--- src/sv/esf_udiv.sv ---
`default_nettype none

// restoring divider, one quotient bit per stage
module esf_udiv #(
  parameter int NB = 16,
  parameter int DW = 16
) (
  input  logic          clk,
  input  logic          en,
  input  logic [NB-1:0] num,
  input  logic [DW-1:0] rem0,
  input  logic [DW-1:0] den,
  output logic [NB-1:0] quot
);

  logic [DW-1:0] rem_a [NB];
  logic [DW-1:0] den_a [NB];
  logic [NB-1:0] num_a [NB];
  logic [NB-1:0] quo_a [NB];

  for (genvar k = 0; k < NB; k++) begin : g_step
    logic [DW-1:0] r_in;
    logic [DW-1:0] d_in;
    logic [NB-1:0] n_in;
    logic [NB-1:0] q_in;
    logic [DW:0]   t;
    logic [DW:0]   s;
    logic          take;

    if (k == 0) begin : g_first
      assign r_in = rem0;
      assign d_in = den;
      assign n_in = num;
      assign q_in = '0;
    end else begin : g_next
      assign r_in = rem_a[k-1];
      assign d_in = den_a[k-1];
      assign n_in = num_a[k-1];
      assign q_in = quo_a[k-1];
    end

    assign t    = {r_in, n_in[NB-1]};
    assign s    = t - {1'b0, d_in};
    assign take = (t >= {1'b0, d_in});

    always_ff @(posedge clk) begin
      if (en) begin
        rem_a[k] <= take ? s[DW-1:0] : t[DW-1:0];
        den_a[k] <= d_in;
        num_a[k] <= {n_in[NB-2:0], 1'b0};
        quo_a[k] <= {q_in[NB-2:0], take};
      end
    end
  end

  assign quot = quo_a[NB-1];

endmodule

`default_nettype wire

--- config.mk ---
export PLATFORM = sky130hd
export DESIGN_NAME = esf_udiv
export DESIGN_NICKNAME = d
export VERILOG_FILES = /design/src/sv/esf_udiv.sv
export SDC_FILE = /design/constraint.sdc
export NUM_CORES = 1
export LEC_CHECK = 0
export BUFFER_PORTS_ARGS = -buffer_cell sky130_fd_sc_hd__clkbuf_2
export CORE_MARGIN = 8
export CORE_UTILIZATION = 55
export DETAILED_ROUTE_END_ITERATION = 12
export PLACE_DENSITY = 0.71
export SLEW_MARGIN = 30
export SYNTH_ARGS = -nofsm -noshare
export SYNTH_HDL_FRONTEND = slang
export SYNTH_SLANG_ARGS = --single-unit
--- constraint.sdc ---
create_clock -name clk -period 6.43 [get_ports clk]
set_input_delay 0.643 -clock clk [delete_from_list [all_inputs] [get_ports clk]]
set_output_delay 0.643 -clock clk [all_outputs]
set_load 0.03 [all_outputs]
* Word-level counts from Yosys, hierarchy flattened
Memories as Yosys holds them, arrays and structs flattened.
Cells that the tools add are included.
** Word-level totals
- Register bits after elaboration :: 0
- RAM bits :: 1008
- Input bits :: 50
- Output and inout port bits :: 16
- Memories :: 4
** Memories
- den_a :: depth 16, bits a word 16, read ports 15, clocked after memory_dff 0, wr ports 16, RTL line 17 : logic [DW-1:0] den_a [NB];
- quo_a :: depth 16, bits a word 16, read ports 16, clocked after memory_dff 0, wr ports 16, RTL line 19 : logic [NB-1:0] quo_a [NB];
- rem_a :: depth 16, bits a word 16, read ports 15, clocked after memory_dff 0, wr ports 16, RTL line 16 : logic [DW-1:0] rem_a [NB];
- num_a :: depth 16, bits a word 15, read ports 15, clocked after memory_dff 0, wr ports 16, RTL line 18 : logic [NB-1:0] num_a [NB];
** Operators by class
- $add $sub $neg :: 16
- Magnitude comparators :: 16
- Mux-type cells :: 18
** Operator list (number)
- $ge 17x16->1 :: 16
- $mux 16 :: 16
- $sub 16x16->16 :: 16
- $mux 1 :: 2

* Longest topological paths before layout
An unclocked memory read counts as a cell.
- Depth in word-level cells :: 3
- Mapped depth :: 12

* Worst setup path after synthesis
No wires, ideal clock.
- Kind :: input -> register
- Start point :: input den[1]
- End point :: memory rem_a[0][14] (data pin)
- Setup time :: 0.260 ns
- Arrival time :: 2.796 ns
- Data required time :: 6.170 ns
- Setup slack :: 3.374 ns
- Cell stages on the path :: 11
- Buffers on the path :: 2
- Cell sequence :: inv_1 ha_1 nor2b_1 o21a_1 o21ai_0 a211o_1 a211oi_2 nand2b_1 buf_2 buf_4 mux2_2
** RTL lines
- from (decl) :: RTL line 12 : input logic [DW-1:0] den,
- to (decl) :: RTL line 16

==> key figures <==
Outcome
  • Outcome: completed

STA
  • Slew Viols, Final: 0
  • Final Setup Violations: 0
  • Endpoints failing hold: 0
  • Tmin final: 3.44 ns
  • Setup_tns: 0 ns
  • Final Skew: 0.0240 ns
  • Final critical-path share of the clock period: 53.5%
  • Worst Max-Slew Pin Slew: 0.900 ns
  • Peak Freq: 291 MHz
  • Slew margin rel.: 40.0%
  • RSZ-0062 raised after global routing: false

Synthesis
  • Synth warnings: 0
  • Mean post-synth cell area: 12.7 sq um
  • Post-synthesis sequential area ratio: 58.4%
  • Yosys cell types: 90
  • Mapped Cells: 2973
  • Yosys reg bits: 736
  • Synthesized area: 0.0379 sq mm
  • Syn nets: 3294
  • Post-synth EDFFs: 736
  • Post-synth ARST share: 0%
  • Ys flop type: edfxtp_1

Global routing
  • Largest net degree at the start of global routing: 163
  • Vias in the first global route: 23300
  • First-pass GRT wire length: 125 mm
  • Grt total ovfl: 0
  • Gr usage total: 20.0%
  • Initial antenna violation count: 0

Worst setup path
  • Required @ worst endpoint: 6.81 ns
  • Crit start category: flip-flop
  • CP peak stage delay: 0.67 ns
  • Cell family with most CP delay: compound AO/OA/AOI/OAI gates
  • Crit path buffers/inverters: 0
  • Worst Setup Path Type: reg2reg
  • Crit-path max FO: 17
  • R2R setup slack: 2.99 ns
  • CP Data Arrival Time: 3.82 ns
  • Critical-path cell list: ha_1 -> a21oi_1 -> o21ai_0 -> a221oi_2 -> o21bai_4 -> a311o_2 -> a31oi_4 -> mux2_2
  • Depth of the most critical reg-to-reg path: 8
  • Critical path endpoint category: flip-flop
  • WP depth: 8
  • Slowest cell on crit path: a31oi_4

Pwr
  • VDD IR max: 0.000258 V
  • Pwr dens: 482 mW/mm^2
  • Clock share of power: 22.9%
  • Leakage power: 0.0166 uW
  • Sequential power share: 36.9%
  • Switching Share: 34.3%
  • Gate power share: 40.2%
  • P_int: 13300 uW
  • Psw: 6920 uW
  • Total power: 20200 uW

Final layout
  • Nets: 3406
  • Multi-input combinational cell area: 0.0144 sq mm
  • Most common cell after layout, fill and taps aside: edfxtp_1
  • Seq. cell area: 0.0221 sq mm
  • Share of cells above drive strength 1: 12.9%
  • # fillers: 5260
  • Most frequent cells in the layout: edfxtp_1, inv_1, ha_1, a21oi_1, nor2_1
  • N_diodes: 0
  • Area added between synthesis and finish: 10.7%

Clocking
  • CTS tree: built
  • Clock Sink Count: 736
  • TritonCTS buffer count: 79
  • Reg clk slew, reported paths: 0.06 ns
  • Worst-skew pair later-pin latency: 0.63 ns
  • Clk root buf: clkbuf_16
  • Clock tree buffer depth: 3
  • Post-CTS setup buffer count: 0
  • H-tree depth: 3
  • CTS Hold Bufs: 0
  • Post-cts sizing count: 0

Floorplan
  • Placeable core area: 0.0683 sq mm
  • Starting Density: 55.4%
  • DIE HEIGHT: 278 um
  • Die Wd: 278 um
  • Core Rows: 96
  • IO Pins: 66
  • Die ar.: 0.0775 sq mm

Drt
  • Wire length per cell: 19.5 um
  • Vias per cell: 5.78
  • ANT nets after route: 0
  • Residual DRC: 0
  • 1st-pass router iterations: 6
  • WL final: 78.7 mm
  • Via Count: 23300
  • DR iter-0 viols: 1784

Placement
  • I/O Buffers: 65
  • Hpwl dp: 57.0 mm
  • GP Congestion: 0.915

Hold path
  • Hold WC Path Type: in2reg
  • Number of cells on the worst hold path: 1

Flow run
  • Max Cap Viol: 0
==> cell usage after synthesis (all sizes together), types with 17 or more instances <==
cell type,number,area [sq um]
nand2,109,409
nand4,36,225
edfxtp,736,22100
or3,21,131
nor2b,51,319
o21ai,132,661
a31oi,23,159
mux2,156,1780
nand2b,26,163
ha,256,3200
clkbuf,25,93.8
nor3,51,255
inv,330,1240
o21a,63,474
xnor2,102,893
a21boi,18,135
mux2i,31,310
nor2,170,638
o31ai,17,128
a21o,64,480
a21oi,182,930
nand3,42,210
o211ai,19,143
o31a,19,166
xor2,48,420
a211oi,27,208
==> power by group through the flow <==
stage	combinational [uW]	clock, uW	sequential, uW
2_1_floorplan	6310	0	7220
3_5_place_dp	7980	0	7540
6_report	8120	4620	7450
5_1_grt	8990	4930	7550
3_3_place_gp	7730	0	7550
4_1_cts	8050	4750	7460
==> state kept, by name, summed over array words and instances (netlist names) <==
signal	flops
quo_a	136
den_a	240
num_a	120
rem_a	240
==> per-layer routing <==
layer | share of wire [%] | vias to the layer above | track usage (%)
li1 | - | 11300 | -
met1 | 46 | 11300 | 27.5
met2 | 47 | 539 | 32.7
met3 | 4.3 | 129 | 2.81
met4 | 2.7 | 0 | 6.64
met5 | 0 | - | 0
==> worst reg2reg max path: cells and delay by family, from the launching register on <==
family	cells	cell delay, ns
mux	1	0.42
compound gates	6	1.95
flops	1	0.42
fa+ha+maj	1	0.41
==> through the flow <==
step                std cells  worst slack (ns)  instance area, sq um  utilization (%)  hold slack, ns
floorplan                2973              3.37                 37900                -           0.400
global placement         3885              2.72                 39200             57.4           0.400
detailed placement       3886              2.69                 39300             57.4           0.405
CTS                      4031              2.97                 41900             61.3           0.155
global route             4031              2.84                 41900             61.3           0.168
finish                   4031              2.99                 41900             61.3           0.194
==> path summary, 6_finish.rpt <==
path | from | to
worst max-delay path | rem_a[0][39] | rem_a[0][54]
worst min register to register | num_a[1][72] | num_a[1][88]
worst min-delay path | num[12] | num_a[0][12]
worst max register to register | rem_a[0][39] | rem_a[0][54]
==> kinds of logic after synthesis <==
kind of cell,Yosys count,share of synthesized area [%]
adder cells (fa/ha/maj),271,9.25
AND/OR/NAND/NOR,592,7.84
buffers and inverters,371,3.84
AO/OA/AOI/OAI,666,11.7
XOR/XNOR,150,3.47
flip-flops,736,58.4
multiplexers,187,5.53
==> final cells by class <==
cell class | instances | share of cell area (%)
Sequential cell | 736 | 52.7
Timing Repair Buffer | 72 | 1.05
Clock inverter | 58 | 1.51
Multi-Input combinational cell | 1866 | 34.3
Clock buffer | 87 | 4.79
Inverter | 330 | 2.95
Tap cell | 882 | 2.63
Power figures use the tool's default switching activity.
