==> config.mk <==
export PLATFORM = sky130hd
export DESIGN_NAME = esf_isqrt
export DESIGN_NICKNAME = d
export VERILOG_FILES = /design/src/sv/esf_isqrt.sv
export SDC_FILE = /design/constraint.sdc
export NUM_CORES = 2
export LEC_CHECK = 0
export BUFFER_PORTS_ARGS = -buffer_cell sky130_fd_sc_hd__clkbuf_2
export CAP_MARGIN = 15
export CORE_MARGIN = 2
export CORE_UTILIZATION = 25
export CTS_CLUSTER_DIAMETER = 40
export CTS_CLUSTER_SIZE = 16
export DETAILED_ROUTE_END_ITERATION = 6
export PLACE_DENSITY = 0.4
export SLEW_MARGIN = 0
export SYNTH_ARGS = -nofsm -noshare
export SYNTH_HDL_FRONTEND = slang
export SYNTH_SLANG_ARGS = --single-unit
export TNS_END_PERCENT = 50
==> constraint.sdc <==
create_clock -name clk -period 6 [get_ports clk]
set_input_delay 0 -clock clk [delete_from_list [all_inputs] [get_ports clk]]
set_output_delay 0 -clock clk [all_outputs]
set_load 0.1 [all_outputs]
==> src/sv/esf_isqrt.sv <==
`default_nettype none

// digit by digit square root, one root bit per stage
module esf_isqrt #(
  parameter int RW = 30
) (
  input  logic            clk,
  input  logic            en,
  input  logic [2*RW-1:0] op,
  output logic [RW-1:0]   root
);

  logic [RW:0]     rem_a  [RW];
  logic [RW-1:0]   root_a [RW];
  logic [2*RW-1:0] op_a   [RW];

  for (genvar k = 0; k < RW; k++) begin : g_step
    logic [RW:0]     r_in;
    logic [RW-1:0]   s_in;
    logic [2*RW-1:0] o_in;
    logic [RW+2:0]   t;
    logic [RW+2:0]   trial;
    logic [RW+2:0]   s;
    logic            take;

    if (k == 0) begin : g_first
      assign r_in = '0;
      assign s_in = '0;
      assign o_in = op;
    end else begin : g_next
      assign r_in = rem_a[k-1];
      assign s_in = root_a[k-1];
      assign o_in = op_a[k-1];
    end

    assign t     = {r_in, o_in[2*RW-1 -: 2]};
    assign trial = {1'b0, s_in, 2'b01};
    assign s     = t - trial;
    assign take  = (t >= trial);

    always_ff @(posedge clk) begin
      if (en) begin
        rem_a[k]  <= take ? s[RW:0] : t[RW:0];
        root_a[k] <= {s_in[RW-2:0], take};
        op_a[k]   <= {o_in[2*RW-3:0], 2'b00};
      end
    end
  end

  assign root = root_a[RW-1];

endmodule

`default_nettype wire

* Word level (Yosys, flattened, before mapping)
Memories as Yosys holds them, arrays and structs flattened.
Cells that the tools add are included.
** Word-level totals
- Input bits :: 62
- Bits in writable memories :: 3570
- Output and inout port bits :: 30
- Memories :: 3
- Bits in registers :: 0
- Word-level logic and storage cells :: 95
** Memories
- op_a :: depth 30, width 58, rd ports 29, clocked after memory_dff 0, wr ports 30, line 15 : logic [2*RW-1:0] op_a [RW];
- rem_a :: depth 30, width 31, rd ports 29, clocked after memory_dff 0, wr ports 30, line 13 : logic [RW:0] rem_a [RW];
- root_a :: depth 30, width 30, rd ports 30, clocked after memory_dff 0, wr ports 30, line 14 : logic [RW-1:0] root_a [RW];
** Operators by class
- Muxes and demuxes :: 32
- Add/sub/neg operators :: 30
- Magnitude comparators :: 30
** Operator list (count)
- 33-bit by 32-bit >= comparator with 1-bit output :: 29
- 31-bit 2-to-1 mux :: 30
- 31-bit subtractor :: 29
- 2-bit by 1-bit subtractor with 3-bit output (second input constant) :: 1
- 2-bit by 1-bit >= comparator with 1-bit output (second input constant) :: 1
- 1-bit 2-to-1 mux :: 2

* Depth between registers and ports, before layout
An unclocked memory read counts as a cell.
- Depth after elaboration :: 3
- Gate-level depth with buffers :: 14
- Mapped depth without buffers :: 12

* Worst setup path after synthesis
Ideal clock, no wire load.
- Path kind :: register to register
- Start point :: mem rem_a[5][8] (netlist name)
- End point :: mem rem_a[6][30] (netlist name) (data pin)
- Arrival time :: 3210 ps
- Stages on the path, launching flop included :: 11
- Library setup time :: 271 ps
- Path slack :: 2519 ps
- Required time :: 5729 ps
- Path through :: edfxtp_1 -> or3_4 -> or4b_4 -> or3_4 -> or4_4 -> or4_1 -> buf_2 -> a21boi_4 -> nand4_2 -> nor4_1 -> xor2_1
** RTL lines (line)
- from (decl) :: 13

==> Flow_metrics.wiki <==
{| class="wikitable"
! Metric !! Value
|-
| Startpoint Class || register
|-
| Dpl hpwl || 161 mm
|-
| Number of buffers created by CTS || 407
|-
| ANT nets after route || 0
|-
| Cells after synthesis || 7802
|-
| Setup repair after global routing missed its margin || false
|-
| Vias in the first global route || 62700
|-
| Aggregate routed wire length || 227 mm
|-
| Share of the yosys chip area belonging to registers || 0.647
|-
| Worst-margin pin slew || 1080 ps
|-
| Initial Util || 0.251
|-
| Fraction of final layout cells sized beyond drive strength 1 || 0.116
|-
| Power density cells || 423 nW/µm²
|-
| Multi-input combinational cell area || 33200 µm²
|-
| Count of port buffers added during placement || 91
|-
| CTS clock-pin slew for the worst setup and hold paths || 50 ps
|-
| Maximum number of pins on one net before global-route repair || 149
|-
| Routability-driven placement congestion ratio || 0.848
|-
| Crit-path max FO || 32
|-
| Ys Warns || 0
|-
| Dominant synthesized flop cell || sky130_fd_sc_hd__edfxtp_1
|-
| Clock tree root driver cell || sky130_fd_sc_hd__clkbuf_16
|-
| Required time at the endpoint of the critical path || 6610 ps
|-
| Max cap viols || 0
|-
| Combined global-route utilization of all metal layers || 0.107
|-
| Worst-case clock skew || 82.1 ps
|-
| Cells traversed along the worst timing path || ha_1, nor2_1, nor4_1, a221oi_1, o221a_2, o41ai_1, a21oi_1, o211ai_1, buf_4, mux2_2
|-
| Yosys reg bits || 2190
|-
| Placeable core region || 406000 µm²
|-
| CTS resizes || 0
|-
| Final Critical Period || 4360 ps
|-
| Worst Setup Path Type || reg2reg
|-
| CTS tree || built
|-
| Mean cell area of the mapped netlist || 13.0 µm²
|-
| Post-synthesis async set-or-reset flop share || 0
|-
| Worst VDD drop || 0.252 mV
|-
| Number of iterations in the first detailed-routing pass || 6
|-
| Routed wirelength normalized by instance count || 16.1 µm
|-
| Achievable clock frequency || 230 MHz
|-
| Number of nets produced by synthesis || 8360
|-
| Synth-to-Final Area Change || 22.5%
|-
| Crit path capture type || register
|-
| Cell area after placement || 109000 µm²
|-
| Data arrival time of the critical path || 4970 ps
|-
| Result of the run || completed
|-
| Remaining routing DRC violations || 0
|-
| Total via count in the routed design || 61700
|-
| Number of hold-slack violations in the final timing report || 0
|-
| Via-to-Cell Ratio || 4.37
|-
| Leak || 47.1 nW
|-
| Count of distinct cell types in the synthesized netlist || 84
|-
| Number of pins with negative max-slew slack in the final report || 0
|-
| Slowest cell delay on critical path || 750 ps
|-
| Overall power of the completed layout || 52.8 mW
|-
| Register-to-register path setup slack || 1640 ps
|-
| Number of antenna violations at the first check in global routing || 2
|-
| Vert. Die Dim || 642 µm
|-
| Post-route core utilization || 0.307
|-
| Hold slack || 191 ps
|-
| Cell area after synthesis || 102000 µm²
|-
| Sink Count || 2190
|-
| Area used by sequential logic in the layout || 65800 µm²
|-
| Overflow left after global routing || 0
|-
| Accumulated negative setup slack || 0 ps
|-
| Filler instances || 40500
|-
| Die ar. || 412000 µm²
|-
| Iteration-0 DRC Markers || 3995
|-
| Count of pins on the block boundary || 92
|-
| H-tree levels || 5
|-
| Placement Rows || 234
|-
| Setup-violating endpoint count in the final report || 0
|-
| Design Area, Final || 125000 µm²
|-
| Part of the cycle the worst path needs || 0.726
|-
| Floorplan die width || 642 µm
|-
| Tightest Hold Check Type || in2reg
|-
| Net total in the final layout || 8914
|-
| Max-slew headroom || 0.274
|-
| Wire length of the first global-routing pass || 357 mm
|-
| CTS max path bufs || 4
|-
| Library cell contributing the largest single delay on the critical path || sky130_fd_sc_hd__o211ai_1
|-
| Worst-Skew Late Latency || 930 ps
|-
| Number of enable-type register cells in the synthesized netlist || 2190
|}
## critical path: cells and delay by family (launching register included)
| kind | cells | cell delay [ps] |
|---|---|---|
| adders and majority gates | 1 | 410 |
| and+or+nand+nor | 2 | 400 |
| muxes | 1 | 380 |
| buffers and inverters | 1 | 470 |
| DFF | 1 | 390 |
| AOI/OAI and AO/OA | 5 | 2020 |
## cell families (layout without fill, tap and decap cells)
| group | after synthesis | in the layout | share of synthesized area |
|---|---|---|---|
| buffers and inverters | 742 | 1647 | 0.0274 |
| DFF | 2190 | 2190 | 0.647 |
| and+or+nand+nor | 2020 | 2020 | 0.0978 |
| muxes | 102 | 102 | 0.0112 |
| AOI/OAI and AO/OA | 1535 | 1535 | 0.0942 |
| other | 1 | 2 | 0.0000369 |
| xor gates and xnor gates | 716 | 716 | 0.0617 |
| adders and majority gates | 496 | 496 | 0.0610 |
## metrics by stage
step / worst slack (ps) / instances
after global routing: 1260 / 14100
after floorplan: 2520 / 7802
after detailed placement: 1740 / 13300
after global placement: 1800 / 13300
final: 1640 / 14100
after CTS: 1710 / 14100
## placed cells by master, fill, tap and decap left out, types with 187 or more instances in the layout
cell                           n
sky130_fd_sc_hd__edfxtp_1   2190
sky130_fd_sc_hd__a21o_1      187
sky130_fd_sc_hd__nand2_1     548
sky130_fd_sc_hd__xnor2_1     361
sky130_fd_sc_hd__o21ai_0     394
sky130_fd_sc_hd__inv_1       608
sky130_fd_sc_hd__nor3_1      203
sky130_fd_sc_hd__nor2_1      465
sky130_fd_sc_hd__a21oi_1     467
sky130_fd_sc_hd__ha_1        496
sky130_fd_sc_hd__clkbuf_16   417
sky130_fd_sc_hd__xor2_1      355
## final timing paths
path	start	cells past startpoint	endpoint
worst min register to register	op_a[4][43]$_DFFE_PP_	0	op_a[5][45]$_DFFE_PP_
worst min-delay path	en	2	op_a[0][2]$_DFFE_PP_
worst max-delay path	rem_a[22][4]$_DFFE_PP_	10	rem_a[23][4]$_DFFE_PP_
worst max register to register	rem_a[22][4]$_DFFE_PP_	10	rem_a[23][4]$_DFFE_PP_
## Yosys cell counts, types with 39 or more instances
| cell type | count | area share |
|---|---|---|
| sky130_fd_sc_hd__nor2b_1 | 64 | 0.0039 |
| sky130_fd_sc_hd__edfxtp_1 | 2190 | 0.65 |
| sky130_fd_sc_hd__nor3_1 | 203 | 0.010 |
| sky130_fd_sc_hd__or4_1 | 51 | 0.0038 |
| sky130_fd_sc_hd__nand3_1 | 128 | 0.0063 |
| sky130_fd_sc_hd__xor2_1 | 355 | 0.031 |
| sky130_fd_sc_hd__or3_1 | 66 | 0.0041 |
| sky130_fd_sc_hd__nand2b_1 | 113 | 0.0070 |
| sky130_fd_sc_hd__and3_1 | 44 | 0.0027 |
| sky130_fd_sc_hd__a211oi_1 | 45 | 0.0033 |
| sky130_fd_sc_hd__inv_1 | 608 | 0.022 |
| sky130_fd_sc_hd__a21oi_1 | 467 | 0.023 |
| sky130_fd_sc_hd__nor2_1 | 467 | 0.017 |
| sky130_fd_sc_hd__clkbuf_1 | 111 | 0.0041 |
| sky130_fd_sc_hd__nand4_1 | 79 | 0.0049 |
| sky130_fd_sc_hd__mux2_2 | 92 | 0.010 |
| sky130_fd_sc_hd__nor4_1 | 97 | 0.0060 |
| sky130_fd_sc_hd__a21o_1 | 187 | 0.014 |
| sky130_fd_sc_hd__o21ai_0 | 394 | 0.019 |
| sky130_fd_sc_hd__a31oi_1 | 40 | 0.0025 |
| sky130_fd_sc_hd__xnor2_1 | 361 | 0.031 |
| sky130_fd_sc_hd__or2_2 | 39 | 0.0024 |
| sky130_fd_sc_hd__o21a_1 | 90 | 0.0066 |
| sky130_fd_sc_hd__nand2_1 | 548 | 0.020 |
| sky130_fd_sc_hd__o31ai_1 | 47 | 0.0035 |
| sky130_fd_sc_hd__o21bai_1 | 49 | 0.0036 |
| sky130_fd_sc_hd__ha_1 | 496 | 0.061 |
## repair_timing
item	in CTS	in global routing
hold endpoints to repair	389	0
hold buffers	122	0
buffers inserted	0	0
## area by class of cell
type,instances,area share
Antenna cell,1,0.0000201
Clock inverter,311,0.0297
Tap cell,5428,0.0545
Sequential cell,2190,0.528
Timing Repair Buffer,276,0.0186
Inverter,611,0.0184
Clock buffer,449,0.0847
Multi-Input combinational cell,4870,0.266
## layer usage
layer	GRT usage	part of all wire
met2	0.186	0.49
met1	0.132	0.43
met5	0	0
met3	0.0193	0.047
met4	0.0398	0.033
## registers in the layout, summed over array words and instances (netlist names)
register / count
op_a: 870
rem_a: 855
root_a: 465
## where the power goes
group	switching, mW	internal (mW)	leakage [nW]
Combinational	5.04	3.62	19.2
Sequential	1.27	19.4	21.0
Clock	8.24	15.2	6.82
Power figures use the tool's default switching activity.
