==> config.mk <==
export PLATFORM = sky130hd
export DESIGN_NAME = esf_delay
export DESIGN_NICKNAME = d
export VERILOG_FILES = /design/src/sv/esf_delay.sv
export SDC_FILE = /design/constraint.sdc
export NUM_CORES = 1
export LEC_CHECK = 0
export ABC_CLOCK_PERIOD_IN_PS = 1100
export BUFFER_PORTS_ARGS = -buffer_cell sky130_fd_sc_hd__buf_2
export CAP_MARGIN = 20
export CORE_MARGIN = 2
export CORE_UTILIZATION = 55
export CTS_CLUSTER_DIAMETER = 100
export DETAILED_ROUTE_END_ITERATION = 6
export PLACE_DENSITY = 0.79
export SYNTH_ARGS = -nofsm -noshare
export SYNTH_HDL_FRONTEND = slang
export SYNTH_SLANG_ARGS = --single-unit
==> constraint.sdc <==
create_clock -name clk -period 1.1 [get_ports clk]
set_input_delay 0.165 -clock clk [delete_from_list [all_inputs] [get_ports clk]]
set_output_delay 0.165 -clock clk [all_outputs]
set_load 0.05 [all_outputs]
==> src/sv/esf_delay.sv <==
`default_nettype none

module esf_delay #(
  parameter int W = 8,
  parameter int N = 4
) (
  input  logic         clk,
  input  logic         en,
  input  logic [W-1:0] d,
  output logic [W-1:0] q
);

  logic [W-1:0] line [N];

  always_ff @(posedge clk) begin
    if (en) begin
      line[0] <= d;
      for (int i = 1; i < N; i++) begin
        line[i] <= line[i-1];
      end
    end
  end

  assign q = line[N-1];

endmodule

`default_nettype wire

Word level (Yosys, flattened, before mapping)
Memories as Yosys holds them, arrays and structs flattened.
Cells that the tools add are included.
{ "word_totals": {"ramBits": 32, "latchBits": 0, "register_bits": 0, "n_memories": 1, "mem_bits_ro": 0, "inputBits": 10} }
{ "memory_table": {"columns": ["name", "words", "width", "read_ports", "rd_clocked_by_memory_dff", "wr", "line_no", "source"], "rows": [
  ["line", 4, 8, 4, 0, 4, "13", "logic [W-1:0] line [N];"]
]} }
{ "classes": {"n_bitwise": 0, "muxes": 2, "div_mod_pow": 0, "mul": 0, "shift": 0, "order_cmp": 0, "n_addsub": 0, "reduce_logical": 0, "n_eq_ne": 0} }
{ "ops": {"columns": ["op", "n"], "rows": [
  ["$mux 1", 2]
]} }

Longest topological paths before layout
Gate-level depths: netlist of the first run.
{ "logic_depth": {"word_depth": 2, "mapped_depth": 0} }

Worst setup path before layout of the first run
Ideal clock, no wire load.
{ "synth_path": {"path_kind": "flip-flop to output port", "start": "memory line[3][0]", "end": "output q[0]", "stages_incl_launch_ff": 1, "arrival_time_ns": 0.601, "path_slack_ns": 0.334, "required_ns": 0.935, "path_cell_list": "edfxtp_1"} }
{ "synth_rtl": {"columns": ["item", "line_no", "source"], "rows": [
  ["from (decl)", "13", null],
  ["to (decl)", "10", "output logic [W-1:0] q"]
]} }

==> reports/metrics.csv, run 1 <==
metric,value,unit
outcome,completed,
DR pass1 iterations,4,
Final nets,67,
synth unique cells,1,
Fin. Hold Viols,0,
DRC violations left,0,
Antenna Nets Post-Route,0,
# Max-Cap Violations,0,
DR WL/cell,13.3,um
Overall Global Routing Usage,11.4,%
Core Area,0.00169,mm2
initial drt markers,18,
Die Span Y,45.8,um
Hold Path Class,in -> reg,
VDD IR max,0.00130,V
post-route insts no fill,75,
"commonest non-fill, non-tap cells in the layout","edfxtp_1 (32), buf_2 (9), buf_4 (8)",
max FFs per register,32,
"area leader, netlist",edfxtp_1,
#MultiIn Comb,0,
#FFs+latches synth,32,
Final GP Congestion,0.645,
GRT Residual Overflow,0,
PortBufs,17,
Setup Crit Path Kind,reg -> out,
"Req. time, crit path",0.94,ns
CTS Buffer Depth,2,
reg2reg path depth,0,
"critical path fanouts, max",1,
Max-slew headroom,89.1,%
Worst Skew,0.00616,ns
pre-CTS setup slack,0.315,ns
area share of the largest cell type after synthesis,100,%
Clock Latency Late Sink,0.31,ns
first-pass GRT wire length,1420,um
Fillers,124,
post-DR vias/cell,5.17,
"slowest stage cell, crit path",edfxtp_1,
Biggest register,line,
clock period minus worst slack,1.05,ns
FP Rows,15,
synth-to-layout area growth,20.3,%
Slew @ Worst Pin,0.163,ns
FF+latch area,961,um2
"Design Area, Final",0.00116,mm2
Tcrit/Tclk final,95.2,%
H-tree level count,2,
Hold Startpoint,d[3],
Critical R2R Launch,line[2][1],
TritonCTS clock tree,yes,
post-synthesis sequential area ratio,100,%
Cells after DPL,67,
Setup crit end kind,output port,
crit path DAT,0.88,ns
Syn Nets,42,
area of the multi-input gates,0,um2
largest net degree at the start of global routing,33,
root buf cell,clkbuf_4,
worst setup margin,0.0528,ns
Power Dens Cells,1860,mW/mm2
setup violators final,0,
"commonest non-fill, non-tap cell in the layout",edfxtp_1,
clock sink count,32,
Die W,45.8,um
Leak,0.423,nW
Clock transition at path regs,0.08,ns
Worst Setup EP,q[6],
synth warn,0,
post-CTS sizing,0,
worst-path cell chain,buf_4,
antenna violations before repair,0,
"delay-heaviest family, CP",flip-flops,
Ports,18,
diodes inserted,0,
Startpoint Class,register,
syn_area_per_cell,30.0,um2
initial core utilization,56.9,%
"Slew Viols, Final",0,
crit path from,line[3][6],
post-layout util,68.4,%
"top cells by area, synth",edfxtp_1 (100%),
total wire length,994,um
Post-CTS Setup Bufs,0,
r2r setup slk,0.47,ns
hold slack,0.0281,ns
die area,0.00210,mm2
biggest regs,line x32,
# hold bufs at CTS,0,
share of layout cells above drive strength 1,39.7,%
Placed Area,0.00109,mm2
CP max stage delay,0.38,ns
Synth Instances,32,
vias in the first global route,377,
Hold Crit Depth,1,
Critical path buffers and inverters,1,
TritonCTS Buffers,5,
Vias,388,
worst r2r dst,line[3][1],
maximum clock frequency,955,MHz
Mapped Area,961,um2
Crit path depth,1,
## final cells by class
cell class            instances  area share [%]
clock inverter                1           0.325
sequential                   32            83.1
clock buffer                  7            3.90
timing repair buffer         18            10.8
tap                          17            1.84
## per-layer routing
metal / vias to the layer above / GRT usage (%) / part of all wire (%)
li1: 181 / - / -
met1: 187 / 9.92 / 35
met2: 20 / 19.2 / 57
met3: 0 / 7.14 / 8.5
met4: 0 / 6.86 / 0
met5: - / 0 / 0
## stage by stage
| stage | setup TNS (ns) | power, mW |
|---|---|---|
| 2_1_floorplan | 0 | 1.54 |
| 3_3_place_gp | 0 | 1.59 |
| 3_5_place_dp | 0 | 1.60 |
| 4_1_cts | 0 | 2.17 |
| 5_1_grt | -0.00313 | 2.24 |
| 6_report | 0 | 2.15 |
## power by group
group          internal (mW)  total (mW)  switching (mW)
sequential              1.43        1.45          0.0200
combinational         0.0387       0.128          0.0889
clock                  0.245       0.571           0.326
total                   1.72        2.15           0.435
## logic make-up after synthesis
family / Yosys count / share of synthesized area (%)
flops: 32 / 100
## cell usage after synthesis (all sizes together)
cell type,n
edfxtp,32
## worst min path at each step
stage / endpoint / slack [ns]
floorplan: line[0][0] / 0.26
global placement: line[0][0] / 0.34
detailed placement: line[0][6] / 0.34
CTS: line[0][4] / 0.01
global route: line[0][1] / 0.006
finish: line[0][3] / 0.03
No activity file was read; power rests on OpenSTA's default activity.
==> run 2, diff against run 1 <==
--- a/config.mk
+++ b/config.mk
@@ -13,6 +13,7 @@
 export CTS_CLUSTER_DIAMETER = 100
 export DETAILED_ROUTE_END_ITERATION = 6
 export PLACE_DENSITY = 0.79
+export RECOVER_POWER = 50
 export SYNTH_ARGS = -nofsm -noshare
 export SYNTH_HDL_FRONTEND = slang
 export SYNTH_SLANG_ARGS = --single-unit
==> run 2 against run 1 <==
Cell area fell by 1.3%. Power fell by 0.33%. Sequential cell count did not move. Setup slack got worse by 0.0012 ns. Non-clock buffer count did not move. Routed wire length rose by 1.5%. Cell count did not move. Clock power barely moved. Via count fell by 0.26%. Clock-buffer cell count did not move. Critical path depth did not move. Critical endpoint unchanged. Largest power group unchanged.
==> reports/metrics.csv, run 2 (synthesized netlist as in run 1, its figures left out) <==
metric,value,unit,change
sequential power share,67.8,%,was 67.5%
Clk pwr share,26.6,%,was 26.5%
total wire length,1010,um,was 994 um
"Design Area, Final",0.00114,mm2,was 0.00116 mm2
Die Span Y,45.8,um,unchanged
Final GP Congestion,0.645,,unchanged
first-pass GRT wire length,1420,um,unchanged
Worst Skew,0.00780,ns,was 0.00616 ns
Clock transition at path regs,0.09,ns,was 0.08 ns
max FFs per register,32,,unchanged
die area,0.00210,mm2,unchanged
Fin. Hold Viols,0,,unchanged
root buf cell,clkbuf_4,,unchanged
Hold Path Class,in -> reg,,unchanged
Overall Global Routing Usage,11.4,%,unchanged
VDD IR max,0.00131,V,was 0.00130 V
antenna violations before repair,0,,unchanged
share of layout cells above drive strength 1,39.7,%,unchanged
crit path DAT,0.88,ns,about the same
worst-path cell chain,buf_4,,unchanged
biggest regs,line x32,,unchanged
total power,2.15,mW,about the same
Antenna Nets Post-Route,0,,unchanged
"Slew Viols, Final",0,,unchanged
largest net degree at the start of global routing,33,,unchanged
Placed Area,0.00109,mm2,unchanged
GRT Residual Overflow,0,,unchanged
Max-slew headroom,51.8,%,was 89.1%
outcome,completed,,unchanged
Fillers,126,,was 124
# hold bufs at CTS,0,,unchanged
diodes inserted,0,,unchanged
area of the multi-input gates,0,um2,unchanged
FP Rows,15,,unchanged
Ports,18,,unchanged
synth-to-layout area growth,18.7,%,was 20.3%
Critical path buffers and inverters,1,,unchanged
Startpoint Class,register,,unchanged
routed wl met2,581,um,was 566 um
"delay-heaviest family, CP",flip-flops,,unchanged
maximum clock frequency,954,MHz,was 955 MHz
Net Sw Power,0.433,mW,was 0.435 mW
Final nets,67,,unchanged
combinational power share,5.6,%,was 5.9%
post-DR vias/cell,5.16,,was 5.17
Tcrit/Tclk final,95.3,%,was 95.2%
initial drt markers,17,,was 18
Die W,45.8,um,unchanged
post-CTS sizing,0,,unchanged
clock period minus worst slack,1.05,ns,about the same
"commonest non-fill, non-tap cells in the layout","edfxtp_1 (32), buf_2 (9), buf_4 (8)",,unchanged
CTS Buffer Depth,2,,unchanged
H-tree level count,2,,unchanged
Biggest register,line,,unchanged
TritonCTS Buffers,5,,unchanged
Net Sw Frac,20.2,%,about the same
"slowest stage cell, crit path",edfxtp_1,,unchanged
Clock Latency Late Sink,0.31,ns,about the same
Leak,0.418,nW,was 0.423 nW
Power Dens Cells,1880,mW/mm2,was 1860 mW/mm2
setup violators final,0,,unchanged
DR pass1 iterations,4,,unchanged
Setup crit end kind,output port,,unchanged
clock sink count,32,,unchanged
initial core utilization,56.9,%,unchanged
DR WL/cell,13.5,um,was 13.3 um
"commonest non-fill, non-tap cell in the layout",edfxtp_1,,unchanged
highest metal used,met3,,unchanged
Core Area,0.00169,mm2,unchanged
WL met1,342,um,was 343 um
"critical path fanouts, max",1,,unchanged
vias in the first global route,377,,unchanged
r2r setup slk,0.46,ns,was 0.47 ns
Setup Crit Path Kind,reg -> out,,unchanged
hold slack,0.0301,ns,was 0.0281 ns
CP max stage delay,0.38,ns,about the same
WL met3,84,um,unchanged
PortBufs,17,,unchanged
# Max-Cap Violations,0,,unchanged
#MultiIn Comb,0,,unchanged
DRC violations left,0,,unchanged
Cell Int Power,1.71,mW,was 1.72 mW
"Req. time, crit path",0.94,ns,about the same
Vias,387,,was 388
Slew @ Worst Pin,0.724,ns,was 0.163 ns
Post-CTS Setup Bufs,0,,unchanged
TritonCTS clock tree,yes,,unchanged
==> run 2: cell count changes in the layout (fill, tap and decap cells not counted), sizes merged <==
cell,previous run,this run
buf,18,17
clkbuf,7,8
==> run 2: power by group through the flow <==
stage	Sequential, mW	Combinational [mW]	Clock (mW)
5_1_grt	1.46	0.127	0.645
2_1_floorplan	1.54	0	0
3_3_place_gp	1.47	0.116	0
3_5_place_dp	1.48	0.119	0
4_1_cts	1.45	0.119	0.597
6_report	1.46	0.120	0.570
==> run 2: final cells by class <==
class | count | area (um2) | area share (%)
flip-flops and latches | 32 | 961 | 84.2
repair buffers | 18 | 110 | 9.65
clock buffers | 7 | 45.0 | 3.95
well taps | 17 | 21.3 | 1.86
clock inverters | 1 | 3.75 | 0.329
==> run 2: path summary, 6_finish.rpt <==
kind	depth (start not counted)	to	start
worst max-delay path	1	q[6]	line[3][6]
worst min-delay path	1	line[0][3]	d[3]
worst max register to register	0	line[2][0]	line[1][0]
worst min register to register	0	line[1][3]	line[0][3]
==> run 2: stage by stage <==
stage | TNS, ns | std cells | utilization (%) | worst slack (ns)
final | 0 | 75 | 67.6 | 0.0516
after CTS | 0 | 75 | 67.3 | 0.0163
after detailed placement | 0 | 67 | 64.4 | 0.315
after floorplan | 0 | 32 | - | 0.334
after global routing | -0.00313 | 75 | 67.6 | -0.00313
after global placement | 0 | 67 | 64.4 | 0.334
==> run 2: layer usage <==
metal  vias up  global-route usage [%]
met3         0                    7.14
met1       188                    9.92
met4         0                    6.86
li1        179                       -
met2        20                    19.2
met5         -                       0
==> run 3, diff against run 2 <==
--- a/config.mk
+++ b/config.mk
@@ -8,11 +8,11 @@
 export ABC_CLOCK_PERIOD_IN_PS = 1100
 export BUFFER_PORTS_ARGS = -buffer_cell sky130_fd_sc_hd__buf_2
 export CAP_MARGIN = 20
-export CORE_MARGIN = 2
-export CORE_UTILIZATION = 55
+export CORE_ASPECT_RATIO = 1.5
+export CORE_UTILIZATION = 42
 export CTS_CLUSTER_DIAMETER = 100
 export DETAILED_ROUTE_END_ITERATION = 6
-export PLACE_DENSITY = 0.79
+export PLACE_DENSITY = 0.63
 export RECOVER_POWER = 50
 export SYNTH_ARGS = -nofsm -noshare
 export SYNTH_HDL_FRONTEND = slang
==> run 3 against run 2 <==
Register-to-register slack about the same. Critical endpoint is now q[1]. Clock-buffer cell count down 2. Global-route usage up 0.47 points. Clock power down 3%. Maximum frequency down 1.7%. Critical path depth unchanged. First-iteration DRC count down 71%. Die area up 19%. Hold slack worse by 0.0051 ns. Largest cell class unchanged. Routed wire length up 11%. Clock skew down 0.0045 ns.
==> reports/metrics.csv, run 3 (synthesized netlist as in run 1, its figures left out) <==
metric,value,unit,change
diodes inserted,0,,unchanged
"delay-heaviest family, CP",flip-flops,,unchanged
worst-path cell chain,buf_6,,was buf_4
Cells after DPL,73,,was 67
Startpoint Class,register,,unchanged
Power Dens Cells,1780,mW/mm2,was 1880 mW/mm2
FP Rows,20,,was 15
GRT Residual Overflow,0,,unchanged
#MultiIn Comb,0,,unchanged
initial core utilization,45.7,%,was 56.9%
post-DR vias/cell,4.81,,was 5.16
die area,0.00249,mm2,was 0.00210 mm2
# Max-Cap Violations,0,,unchanged
Final nets,72,,was 67
Biggest register,line,,unchanged
synth-to-layout area growth,25.8,%,was 18.7%
PortBufs,17,,unchanged
Antenna Nets Post-Route,0,,unchanged
"slowest stage cell, crit path",edfxtp_1,,unchanged
Final GP Congestion,0.579,,was 0.645
Tcrit/Tclk final,97.0,%,was 95.3%
largest net degree at the start of global routing,25,,was 33
post-route insts no fill,84,,was 75
VDD IR max,0.00120,V,was 0.00131 V
TritonCTS clock tree,yes,,unchanged
Fin. Hold Viols,0,,unchanged
H-tree level count,2,,unchanged
Overall Global Routing Usage,11.8,%,was 11.4%
setup violators final,0,,unchanged
root buf cell,clkbuf_4,,unchanged
Setup crit end kind,output port,,unchanged
total wire length,1120,um,was 1010 um
Critical path buffers and inverters,1,,unchanged
"commonest non-fill, non-tap cells in the layout","edfxtp_1 (32), buf_2 (8), buf_6 (6)",,"was edfxtp_1 (32), buf_2 (9), buf_4 (8)"
Clock Latency Late Sink,0.31,ns,about the same
CP max stage delay,0.41,ns,was 0.38 ns
clock period minus worst slack,1.07,ns,was 1.05 ns
Hold Path Class,in -> reg,,unchanged
"Req. time, crit path",0.94,ns,about the same
maximum clock frequency,937,MHz,was 954 MHz
initial drt markers,5,,was 17
first-pass GRT wire length,1680,um,was 1420 um
TritonCTS Buffers,5,,unchanged
area of the multi-input gates,0,um2,unchanged
"commonest non-fill, non-tap cell in the layout",edfxtp_1,,unchanged
Ports,18,,unchanged
clock sink count,32,,unchanged
vias in the first global route,414,,was 377
unrepaired setup endpoints after global routing,yes,,
max FFs per register,32,,unchanged
DR pass1 iterations,4,,unchanged
Setup Crit Path Kind,reg -> out,,unchanged
"critical path fanouts, max",1,,unchanged
"Slew Viols, Final",0,,unchanged
Die W,41.1,um,was 45.8 um
total power,2.15,mW,about the same
DRC violations left,0,,unchanged
Leak,0.440,nW,was 0.418 nW
Slew @ Worst Pin,0.564,ns,was 0.724 ns
Core Area,0.00210,mm2,was 0.00169 mm2
biggest regs,line x32,,unchanged
Worst Skew,0.00333,ns,was 0.00780 ns
Clock transition at path regs,0.08,ns,was 0.09 ns
hold slack,0.0250,ns,was 0.0301 ns
Die Span Y,60.6,um,was 45.8 um
DR WL/cell,13.3,um,was 13.5 um
Vias,404,,was 387
Max-slew headroom,62.4,%,was 51.8%
outcome,completed,,unchanged
crit path DAT,0.90,ns,was 0.88 ns
CTS Buffer Depth,2,,unchanged
share of layout cells above drive strength 1,35.5,%,was 39.7%
antenna violations before repair,0,,unchanged
run 3: cell count changes in the layout (fill, tap and decap cells not counted):
cell / change
clkinv_1: +1
buf_2: -1
dlygate4sd3_1: +4
buf_4: -6
buf_6: +6
run 3: timing repair:
item                                    CTS  global route
hold buffers                              0             4
endpoints found under the setup margin    1             8
setup buffers                             0             0
resized for setup                         2            19
endpoints found under the hold margin     0             4
run 3: routing by layer:
metal	vias to the layer above	wire length, um	global-route usage (%)
li1	189	-	-
met1	188	335	9.77
met2	23	667	18.1
met3	4	86	8.79
met4	0	31	8.57
met5	-	0	0
run 3: worst paths after layout:
path	endpoint	slack, ns	depth (start not counted)	from
worst min register to register	line[3][2]	0.42	0	line[2][2]
worst max-delay path	q[1]	0.03	1	line[3][1]
worst min-delay path	line[0][1]	0.03	1	d[1]
worst max register to register	line[3][3]	0.45	0	line[2][3]
run 3: area by class of cell:
| type | instances | area [um2] |
|---|---|---|
| Tap cell | 22 | 27.5 |
| Clock inverter | 2 | 7.51 |
| Timing Repair Buffer | 23 | 175 |
| Sequential cell | 32 | 961 |
| Clock buffer | 5 | 37.5 |
| Fill cell | 169 | 893 |
run 3: power breakdown:
group	switching, mW	internal [mW]	total (mW)
clock network	0.329	0.222	0.552
logic	0.0901	0.0494	0.139
registers	0.0230	1.44	1.46
total	0.443	1.71	2.15
run 3: through the flow:
step	TNS, ns	worst slack (ns)	utilization (%)	instance area [um2]
detailed placement	0	0.332	52.4	1100
floorplan	0	0.334	-	961
global route	-0.0604	-0.0279	57.5	1210
global placement	0	0.349	52.4	1100
finish	0	0.0331	57.5	1210
CTS	0	0.00142	54.8	1150
